--- src/hw/rtl/b64d_pkg.sv ---
// shared types, status codes and alphabet lookup for the base64 stream decoder
package b64d_pkg;

   // character codes
   localparam logic [7:0] CH_NEWLINE = 8'h0a;
   localparam logic [7:0] CH_PAD     = 8'h3d;

   // result status codes
   localparam logic [2:0] ST_OK              = 3'd0;
   localparam logic [2:0] ST_MISPLACED_PAD   = 3'd1;
   localparam logic [2:0] ST_INVALID_CHAR    = 3'd2;
   localparam logic [2:0] ST_MISSING_NEWLINE = 3'd3;
   localparam logic [2:0] ST_INCOMPLETE      = 3'd4;

   // input transaction
   typedef struct packed {
      logic       action;
      logic [7:0] char_in;
   } req_type;

   // result transaction
   typedef struct packed {
      logic [7:0] byte_out;
      logic       has_byte;
      logic [2:0] status;
      logic       last;
   } rsp_type;

   // one front-end command: one to three results caused by one input item
   typedef struct packed {
      logic [1:0]      n_res;
      logic [2:0][7:0] bytes;
      logic            has_byte;
      logic [2:0]      status0;
   } cmd_type;

   // queue fill state seen by the top level and the back end
   typedef struct packed {
      logic full;
      logic empty;
   } q_stat_type;

   // lookup result: known flag and 6-bit value
   typedef struct packed {
      logic       known;
      logic [5:0] value;
   } sextet_type;

   function automatic sextet_type sextet_of(input logic [7:0] c);
      sextet_type r;
      r.known = 1'b1;
      r.value = 6'd0;
      if (c inside {[8'h41:8'h5a]}) begin
         r.value = 6'(c - 8'h41);
      end else if (c inside {[8'h61:8'h7a]}) begin
         r.value = 6'(c - 8'h61 + 8'd26);
      end else if (c inside {[8'h30:8'h39]}) begin
         r.value = 6'(c - 8'h30 + 8'd52);
      end else if (c == 8'h2b) begin
         r.value = 6'd62;
      end else if (c == 8'h2f) begin
         r.value = 6'd63;
      end else begin
         r.known = 1'b0;
      end
      return r;
   endfunction

endpackage

--- src/hw/rtl/b64d_front.sv ---
// front end: accepts characters, tracks group state, issues result commands
module b64d_front
   import b64d_pkg::*;
(
   input  logic    clock,
   input  logic    reset,
   input  logic    accept,
   input  req_type req,
   output logic    cmd_push,
   output cmd_type cmd
);

   logic [2:0][5:0] vals_ff, vals_in;
   logic [1:0]      pad_ff, pad_in;
   logic            inv_ff, inv_in;
   logic [1:0]      cnt_ff, cnt_in;
   logic            pad_seen_ff, pad_seen_in;
   logic            exp_nl_ff, exp_nl_in;
   logic            halted_ff, halted_in;

   sextet_type sx;
   logic       is_pad;
   logic       bad;
   logic [5:0] v0, v1, v2, v3;

   assign sx     = sextet_of(req.char_in);
   assign is_pad = (req.char_in == CH_PAD);
   assign v0     = vals_ff[0];
   assign v1     = vals_ff[1];
   assign v2     = vals_ff[2];
   assign v3     = sx.value;
   assign bad    = inv_ff | (~sx.known & ~is_pad);

   always_comb begin
      vals_in     = vals_ff;
      pad_in      = pad_ff;
      inv_in      = inv_ff;
      cnt_in      = cnt_ff;
      pad_seen_in = pad_seen_ff;
      exp_nl_in   = exp_nl_ff;
      halted_in   = halted_ff;
      cmd_push    = 1'b0;
      cmd         = '0;
      cmd.n_res   = 2'd1;
      if (accept && !halted_ff) begin
         if (req.action) begin
            // end of stream
            if (cnt_ff != 2'd0) begin
               cmd_push    = 1'b1;
               cmd.status0 = ST_INCOMPLETE;
            end
            pad_in      = '0;
            inv_in      = 1'b0;
            cnt_in      = '0;
            pad_seen_in = 1'b0;
            exp_nl_in   = 1'b0;
         end else if (exp_nl_ff) begin
            exp_nl_in = 1'b0;
            if (req.char_in != CH_NEWLINE) begin
               cmd_push    = 1'b1;
               cmd.status0 = ST_MISSING_NEWLINE;
            end
         end else if (req.char_in == CH_NEWLINE) begin
            // skipped
         end else if (cnt_ff != 2'd3) begin
            vals_in[cnt_ff] = sx.value;
            if (is_pad) begin
               if (cnt_ff == 2'd2) begin
                  pad_in[1] = 1'b1;
               end else begin
                  pad_in[0] = 1'b1;
               end
            end
            if (!sx.known && !is_pad) begin
               inv_in = 1'b1;
            end
            cnt_in = cnt_ff + 2'd1;
         end else begin
            // fourth character completes the group
            pad_in   = '0;
            inv_in   = 1'b0;
            cnt_in   = '0;
            cmd_push = 1'b1;
            if (pad_ff[0] || (pad_ff[1] && !is_pad)) begin
               halted_in   = 1'b1;
               cmd.status0 = ST_MISPLACED_PAD;
            end else begin
               cmd.has_byte = 1'b1;
               cmd.status0  = bad ? ST_INVALID_CHAR : ST_OK;
               cmd.bytes[0] = {v0, v1[5:4]};
               cmd.bytes[1] = {v1[3:0], v2[5:2]};
               cmd.bytes[2] = {v2[1:0], v3};
               if (pad_ff[1]) begin
                  cmd.n_res = 2'd1;
               end else if (is_pad) begin
                  cmd.n_res = 2'd2;
               end else begin
                  cmd.n_res = 2'd3;
               end
               pad_seen_in = pad_seen_ff | pad_ff[1] | is_pad;
               exp_nl_in   = pad_seen_in;
            end
         end
      end
   end

   always_ff @(posedge clock) begin
      vals_ff <= vals_in;
      if (reset) begin
         pad_ff      <= '0;
         inv_ff      <= 1'b0;
         cnt_ff      <= '0;
         pad_seen_ff <= 1'b0;
         exp_nl_ff   <= 1'b0;
         halted_ff   <= 1'b0;
      end else begin
         pad_ff      <= pad_in;
         inv_ff      <= inv_in;
         cnt_ff      <= cnt_in;
         pad_seen_ff <= pad_seen_in;
         exp_nl_ff   <= exp_nl_in;
         halted_ff   <= halted_in;
      end
   end

endmodule

--- src/hw/rtl/b64d_queue.sv ---
// command queue between the front end and the back end
module b64d_queue
   import b64d_pkg::*;
#(
   parameter int DEPTH = 4
)
(
   input  logic       clock,
   input  logic       reset,
   input  logic       push,
   input  cmd_type    push_cmd,
   input  logic       pop,
   output cmd_type    head_cmd,
   output q_stat_type stat
);

   localparam int AW = (DEPTH > 1) ? $clog2(DEPTH) : 1;
   localparam int CW = $clog2(DEPTH + 1);

   cmd_type         mem_ff [DEPTH];
   logic [AW-1:0]   wr_ptr_ff, wr_ptr_in;
   logic [AW-1:0]   rd_ptr_ff, rd_ptr_in;
   logic [CW-1:0]   used_ff, used_in;
   logic            do_push, do_pop;

   assign stat.full  = (used_ff == CW'(DEPTH));
   assign stat.empty = (used_ff == '0);
   assign do_push    = push & ~stat.full;
   assign do_pop     = pop & ~stat.empty;
   assign head_cmd   = mem_ff[rd_ptr_ff];

   always_comb begin
      wr_ptr_in = wr_ptr_ff;
      rd_ptr_in = rd_ptr_ff;
      used_in   = used_ff;
      if (do_push) begin
         wr_ptr_in = (wr_ptr_ff == AW'(DEPTH - 1)) ? '0 : wr_ptr_ff + 1'b1;
      end
      if (do_pop) begin
         rd_ptr_in = (rd_ptr_ff == AW'(DEPTH - 1)) ? '0 : rd_ptr_ff + 1'b1;
      end
      if (do_push && !do_pop) begin
         used_in = used_ff + 1'b1;
      end else if (do_pop && !do_push) begin
         used_in = used_ff - 1'b1;
      end
   end

   always_ff @(posedge clock) begin
      if (do_push) begin
         mem_ff[wr_ptr_ff] <= push_cmd;
      end
      if (reset) begin
         wr_ptr_ff <= '0;
         rd_ptr_ff <= '0;
         used_ff   <= '0;
      end else begin
         wr_ptr_ff <= wr_ptr_in;
         rd_ptr_ff <= rd_ptr_in;
         used_ff   <= used_in;
      end
   end

endmodule

--- src/hw/rtl/b64d_back.sv ---
// back end: walks each queued command out as one to three result transactions
module b64d_back
   import b64d_pkg::*;
(
   input  logic       clock,
   input  logic       reset,
   input  cmd_type    head_cmd,
   input  q_stat_type stat,
   input  logic       rsp_pop,
   output logic       cmd_pop,
   output rsp_type    rsp
);

   logic [1:0] idx_ff, idx_in;
   logic       is_last;
   logic       take;

   assign is_last      = (idx_ff == head_cmd.n_res - 2'd1);
   assign take         = rsp_pop & ~stat.empty;
   assign cmd_pop      = take & is_last;

   assign rsp.byte_out = head_cmd.has_byte ? head_cmd.bytes[idx_ff] : 8'd0;
   assign rsp.has_byte = head_cmd.has_byte;
   assign rsp.status   = (idx_ff == 2'd0) ? head_cmd.status0 : ST_OK;
   assign rsp.last     = is_last;

   always_comb begin
      idx_in = idx_ff;
      if (take) begin
         idx_in = is_last ? 2'd0 : idx_ff + 2'd1;
      end
   end

   always_ff @(posedge clock) begin
      if (reset) begin
         idx_ff <= '0;
      end else begin
         idx_ff <= idx_in;
      end
   end

endmodule

--- src/hw/rtl/base64_stream_decoder_top.sv ---
// top level of the streaming base64 decoder
//
//   channel | ports                          | transaction
//   --------+--------------------------------+------------------------------------
//   request | req_push, req_full, req_data   | one character or end of stream
//   result  | rsp_pop, rsp_empty, rsp_data   | one decoded byte or status report
//
// one request transaction is taken per cycle while the command queue has room;
// the front end decides all results of a character in that same cycle.
// one result transaction leaves per cycle while results are queued; a full group
// gives up to three, so four characters in yield at most three results out.
// reset (synchronous, active high) clears group state, the halt flag and the queue.
// a stalled result side fills the QUEUE_DEPTH-entry queue, then req_full rises.
module base64_stream_decoder_top
   import b64d_pkg::*;
#(
   parameter int QUEUE_DEPTH = 4
)
(
   input  logic    clock,
   input  logic    reset,
   // request side
   input  logic    req_push,
   input  req_type req_data,
   output logic    req_full,
   // result side
   input  logic    rsp_pop,
   output logic    rsp_empty,
   output rsp_type rsp_data
);

   q_stat_type q_stat;
   cmd_type    f_cmd;
   cmd_type    head_cmd;
   logic       f_push;
   logic       b_pop;
   logic       accept;

   // request accepted whenever the queue can take a command
   assign accept    = req_push & ~q_stat.full;
   assign req_full  = q_stat.full;
   assign rsp_empty = q_stat.empty;

   // front end: grouping, classification, byte assembly
   b64d_front u_front (
      .clock    (clock),
      .reset    (reset),
      .accept   (accept),
      .req      (req_data),
      .cmd_push (f_push),
      .cmd      (f_cmd)
   );

   // decouples character intake from result delivery
   b64d_queue #(
      .DEPTH (QUEUE_DEPTH)
   ) u_queue (
      .clock    (clock),
      .reset    (reset),
      .push     (f_push),
      .push_cmd (f_cmd),
      .pop      (b_pop),
      .head_cmd (head_cmd),
      .stat     (q_stat)
   );

   // back end: serializes each command into result transactions
   b64d_back u_back (
      .clock    (clock),
      .reset    (reset),
      .head_cmd (head_cmd),
      .stat     (q_stat),
      .rsp_pop  (rsp_pop),
      .cmd_pop  (b_pop),
      .rsp      (rsp_data)
   );

endmodule

--- config.mk ---
export PLATFORM = sky130hd
export DESIGN_NAME = base64_stream_decoder_top
export DESIGN_NICKNAME = d
export VERILOG_FILES = /design/src/hw/rtl/b64d_pkg.sv /design/src/hw/rtl/b64d_front.sv /design/src/hw/rtl/b64d_queue.sv /design/src/hw/rtl/b64d_back.sv /design/src/hw/rtl/base64_stream_decoder_top.sv
export SDC_FILE = /design/constraint.sdc
export NUM_CORES = 1
export LEC_CHECK = 0
export BUFFER_PORTS_ARGS = -buffer_cell sky130_fd_sc_hd__buf_4
export CORE_MARGIN = 5
export CORE_UTILIZATION = 35
export DETAILED_ROUTE_END_ITERATION = 12
export GPL_TIMING_DRIVEN = 0
export PLACE_DENSITY = 0.49
export SLEW_MARGIN = 10
export SYNTH_ARGS = -nofsm -noshare
export SYNTH_HDL_FRONTEND = slang
export SYNTH_SLANG_ARGS = --single-unit
--- constraint.sdc ---
create_clock -name clock -period 4.23 [get_ports clock]
set_input_delay 0.6345 -clock clock [delete_from_list [all_inputs] [get_ports clock]]
set_output_delay 0.6345 -clock clock [all_outputs]
set_load 0.05 [all_outputs]
==> flow_results.org <==
** Critical path
- STA classifies the critical path endpoint as an output pin.
- By startpoint and endpoint, the worst setup path is classified as flop to output pin.
- Of all nets on the critical path, the largest fanout is 10.
- Worst setup SP type :: flop
- Cell chain of the critical path :: buf_1, buf_1, mux4_2, mux2i_1, o22ai_1, and2_1, buf_4
- The largest individual stage delay along the critical path comes from the cell sky130_fd_sc_hd__buf_1.
- At the worst endpoint, the required time is 3.60 ns.
- Critical Path Most Common Cell :: sky130_fd_sc_hd__buf_1
- Peak per-stage delay on the critical path :: 0.66 ns
- At the worst endpoint, the arrival time is 3.27 ns.

** Synth
- Post-synth cell types :: 58
- Area share of and/or/nand/nor cells after synthesis :: 9.71%
- Synthesized area per cell :: 15.3 um^2
- Total number of yosys warnings :: 0
- Fraction of registers with async set or reset after synthesis :: 0%
- Yosys reg bits :: 157
- Post-Syn Area :: 0.00704 mm^2
- Summing the areas of all xor and xnor instances in the mapped netlist gives 1.24% of the synthesized area.
- Number of synthesized flops with an enable pin :: 138
- Sequential share of the synthesized area :: 64.3%
- After synthesis, the largest family of logic cells by area is multiplexers.
- Synth Area in Adders :: 3.84%
- Multiplexer cells account for 11.6% of the synthesized area.
- The cell count after synthesis came out at 459.
- Counting every net in the synthesized netlist gives 493.
- The synthesized netlist devotes 6.42% of its cell area to compound gates.
- For this run, the leading register cell type out of synthesis is sky130_fd_sc_hd__edfxtp_1.

** Power
- Power spread over the standard cell area amounts to 416 mW/mm^2.
- For this design the static power due to leakage is 2.97 nW.
- The worst-case IR drop observed on VDD is 0.000250 V.
- Internal Dissipation :: 2.69 mW
- Per report_power, the combinational group accounts for 5.3% of the total.
- The clock network burns 45.7% of the power.
- Sequential cells account for 49.0% of the total power.
- Sw power :: 753 uW
- Switching part of the total power :: 21.9%

** Placement
- Once placement finished, the instance area stood at 0.00767 mm^2.
- Worst-case setup slack after placement :: 0.165 ns
- Post-detailed-placement half-perimeter wirelength :: 10.4 mm
- Gpl congestion :: 0.842
- Input and output buffers added on the ports amount to 26.

** Clock network
- TritonCTS built the clock tree.
- Number of levels the H-tree was split into :: 4
- Once the clock tree was built, the resizer swapped 0 gates to a different size.
- Number of buffers inserted to repair setup after CTS :: 0
- Clock latency at the later pin of the worst-skew pair :: 0.42 ns
- After clock tree synthesis, the flow added hold-fix buffers numbering 0.
- Max clock buf depth :: 2
- Clock-pin slew was measured on the worst setup and hold paths at 0.07 ns.
- In this run the clock root is driven by a sky130_fd_sc_hd__clkbuf_16.
- TritonCTS created 17 clock buffers.
- CTS saw 157 sinks.

** Timing
- For the pin with the worst max-slew slack, the measured transition is 0.836 ns.
- Final hold viol count :: 0
- Final Cycle Share :: 92.4%
- Relative slew slack :: 44.3%
- Setup violations remaining at the end of the flow were counted as 0.
- The final max-slew violation count is 0.
- After layout, the minimum clock period comes to 3.91 ns.
- Clock skew on the completed layout was measured at 0.0132 ns.
- Achievable Freq :: 256 MHz
- Final worst-path setup slack :: 0.322 ns
- RSZ-0062 raised after global routing :: false

** Floorplanning
- Die Y :: 152 um
- Initial cell density of the core :: 35.8%
- Horizontal die dimension :: 152 um
- Std-Cell Core Area :: 0.0197 mm^2
- In this run the core area contains 51 standard-cell rows.
- The die covers 0.0230 mm^2.
- Top Ports :: 28

** Routing
- Drt wl/cell :: 19.3 um
- Initial DRC Count :: 213
- Antenna Nets Post-Route :: 0
- In the routed design, unresolved DRC markers number 0.
- Via total after detailed routing :: 3,981
- Before antenna repair, the detailed router went through 4 iterations.
- Number of vias per cell :: 5.07
- Total Wirelength :: 15.1 mm

** Final layout
- At the end of the flow, the number of nets in the layout was 542.
- Measured on the finished design, the core utilization comes to 42.1%.
- Number of diodes :: 0
- Counting the fill cells in the layout gives 1,820.
- Post-route cell area :: 0.00828 mm^2
- Layout overhead on the synthesized area :: 17.6%
- Share of cells above drive strength 1 :: 21.2%

** Status
- Result of the run :: finished clean

** Global route
- Largest net degree at the start of global routing :: 21
- The first global-routing pass estimated 23.7 mm of wire.
- Total track usage :: 14.1%
- The initial antenna violation count is 0.
- Number of global-route vias before repair :: 4,167
- For this run the aggregate overflow at the end of global routing stands at 0.

** Flow run
- MaxCap Viol Count :: 0

** Hold path
- The worst hold path belongs to the class input pin to flop.
[critical path, delay by kind of cell (launching register included)]
kind / cells / cell delay [ns]
AO/OA/AOI/OAI: 1 / 0.11
multiplexers: 2 / 0.69
flip-flops: 1 / 0.37
buffers and inverters: 3 / 1.49
AND/OR/NAND/NOR: 1 / 0.19
[state kept, by name, indices dropped and copies added, names as in the netlist, 2 cells and up, named ones only]
signal	count
u_queue.mem_ff	120
u_front.v0	6
u_front.v1	6
u_front.v2	6
u_queue.used_ff	3
u_back.idx_ff	2
u_front.cnt_ff	2
u_front.pad_ff	2
u_queue.rd_ptr_ff	2
u_queue.wr_ptr_ff	2
[per-stage QoR]
step / std cells / hold slack, ns / power [mW] / TNS [ns]
after global placement: 750 / 0.449 / 1.90 / -24.15
after global routing: 785 / 0.418 / 3.57 / 0
after floorplan: 459 / 0.432 / 1.84 / 0
after detailed placement: 754 / 0.461 / 1.90 / 0
after CTS: 785 / 0.415 / 3.48 / 0
final: 785 / 0.428 / 3.44 / 0
[per-layer routing]
metal  wire (um)  part of all wire [%]  global-route usage, %  vias to the layer above
met3         538                   3.6                   3.00                       19
met4         187                   1.2                   4.58                        0
met2        7650                    51                   23.7                       85
met1        6750                    45                   18.1                     2004
li1            -                     -                      -                     1873
met5           0                     0                      0                        -
[layout by cell type (no fill, tap or decap), types with 6 or more instances in the layout]
master | netlist | routed
sky130_fd_sc_hd__edfxtp_1 | 138 | 138
sky130_fd_sc_hd__buf_4 | 1 | 27
sky130_fd_sc_hd__nor2_1 | 15 | 15
sky130_fd_sc_hd__mux4_2 | 30 | 30
sky130_fd_sc_hd__inv_6 | 0 | 6
sky130_fd_sc_hd__nand3_1 | 6 | 6
sky130_fd_sc_hd__dfxtp_1 | 19 | 19
sky130_fd_sc_hd__a21oi_1 | 13 | 13
sky130_fd_sc_hd__mux2i_1 | 14 | 14
sky130_fd_sc_hd__o21ai_0 | 6 | 6
sky130_fd_sc_hd__clkbuf_1 | 6 | 6
sky130_fd_sc_hd__clkbuf_16 | 0 | 17
sky130_fd_sc_hd__o22ai_1 | 9 | 9
sky130_fd_sc_hd__and2_1 | 40 | 36
sky130_fd_sc_hd__buf_2 | 6 | 6
sky130_fd_sc_hd__nand2_1 | 15 | 15
sky130_fd_sc_hd__xnor2_1 | 6 | 6
sky130_fd_sc_hd__nor2b_1 | 8 | 8
sky130_fd_sc_hd__inv_1 | 28 | 28
sky130_fd_sc_hd__ha_1 | 20 | 20
[cell families after synthesis]
family | Yosys count
compound gates | 65
xor+xnor | 10
fa+ha+maj | 21
buf+inv | 46
flops | 157
mux | 44
simple gates | 116
[synth_stat cells, types with 4 or more instances]
cell type / n / area share, %
sky130_fd_sc_hd__edfxtp_1: 138 / 59
sky130_fd_sc_hd__and2_1: 40 / 3.6
sky130_fd_sc_hd__mux4_2: 30 / 9.6
sky130_fd_sc_hd__inv_1: 28 / 1.5
sky130_fd_sc_hd__ha_1: 20 / 3.6
sky130_fd_sc_hd__dfxtp_1: 19 / 5.4
sky130_fd_sc_hd__nand2_1: 15 / 0.80
sky130_fd_sc_hd__nor2_1: 15 / 0.80
sky130_fd_sc_hd__mux2i_1: 14 / 2.0
sky130_fd_sc_hd__a21oi_1: 13 / 0.92
sky130_fd_sc_hd__o22ai_1: 9 / 0.80
sky130_fd_sc_hd__nor2b_1: 8 / 0.71
sky130_fd_sc_hd__buf_2: 6 / 0.43
sky130_fd_sc_hd__clkbuf_1: 6 / 0.32
sky130_fd_sc_hd__nand3_1: 6 / 0.43
sky130_fd_sc_hd__o21ai_0: 6 / 0.43
sky130_fd_sc_hd__xnor2_1: 6 / 0.75
sky130_fd_sc_hd__a31oi_1: 5 / 0.44
sky130_fd_sc_hd__nor3_1: 5 / 0.36
sky130_fd_sc_hd__or3_1: 5 / 0.44
sky130_fd_sc_hd__a32oi_1: 4 / 0.50
sky130_fd_sc_hd__nand2b_1: 4 / 0.36
sky130_fd_sc_hd__o21a_1: 4 / 0.43
sky130_fd_sc_hd__xor2_1: 4 / 0.50
[area by class of cell]
cell class / count / area, um^2 / area share, %
Buffer: 17 / 93.8 / 1.13
Clock buffer: 17 / 425 / 5.14
Clock inverter: 14 / 181 / 2.19
Inverter: 29 / 109 / 1.32
Multi-Input combinational cell: 256 / 2310 / 28.0
Sequential cell: 157 / 4520 / 54.7
Tap cell: 265 / 332 / 4.01
Timing Repair Buffer: 30 / 298 / 3.60
[final timing paths]
check | cells past startpoint | endpoint | slack, ns | from
worst min-delay path | 2 | u_front.cnt_ff[0] | 0.43 | reset
worst max register to register | 9 | u_queue.used_ff[2] | 1.03 | flop
worst max-delay path | 7 | rsp_data[9] | 0.32 | flop
worst min register to register | 2 | u_front.inv_ff | 0.47 | u_front.inv_ff
[power groups by stage]
stage / combinational (mW) / sequential, mW / clock, mW
final: 0.182 / 1.69 / 1.57
after global routing: 0.200 / 1.69 / 1.68
after CTS: 0.183 / 1.69 / 1.61
after detailed placement: 0.183 / 1.72 / 0
after global placement: 0.179 / 1.72 / 0
after floorplan: 0.120 / 1.72 / 0
No activity file was read; power rests on OpenSTA's default activity.
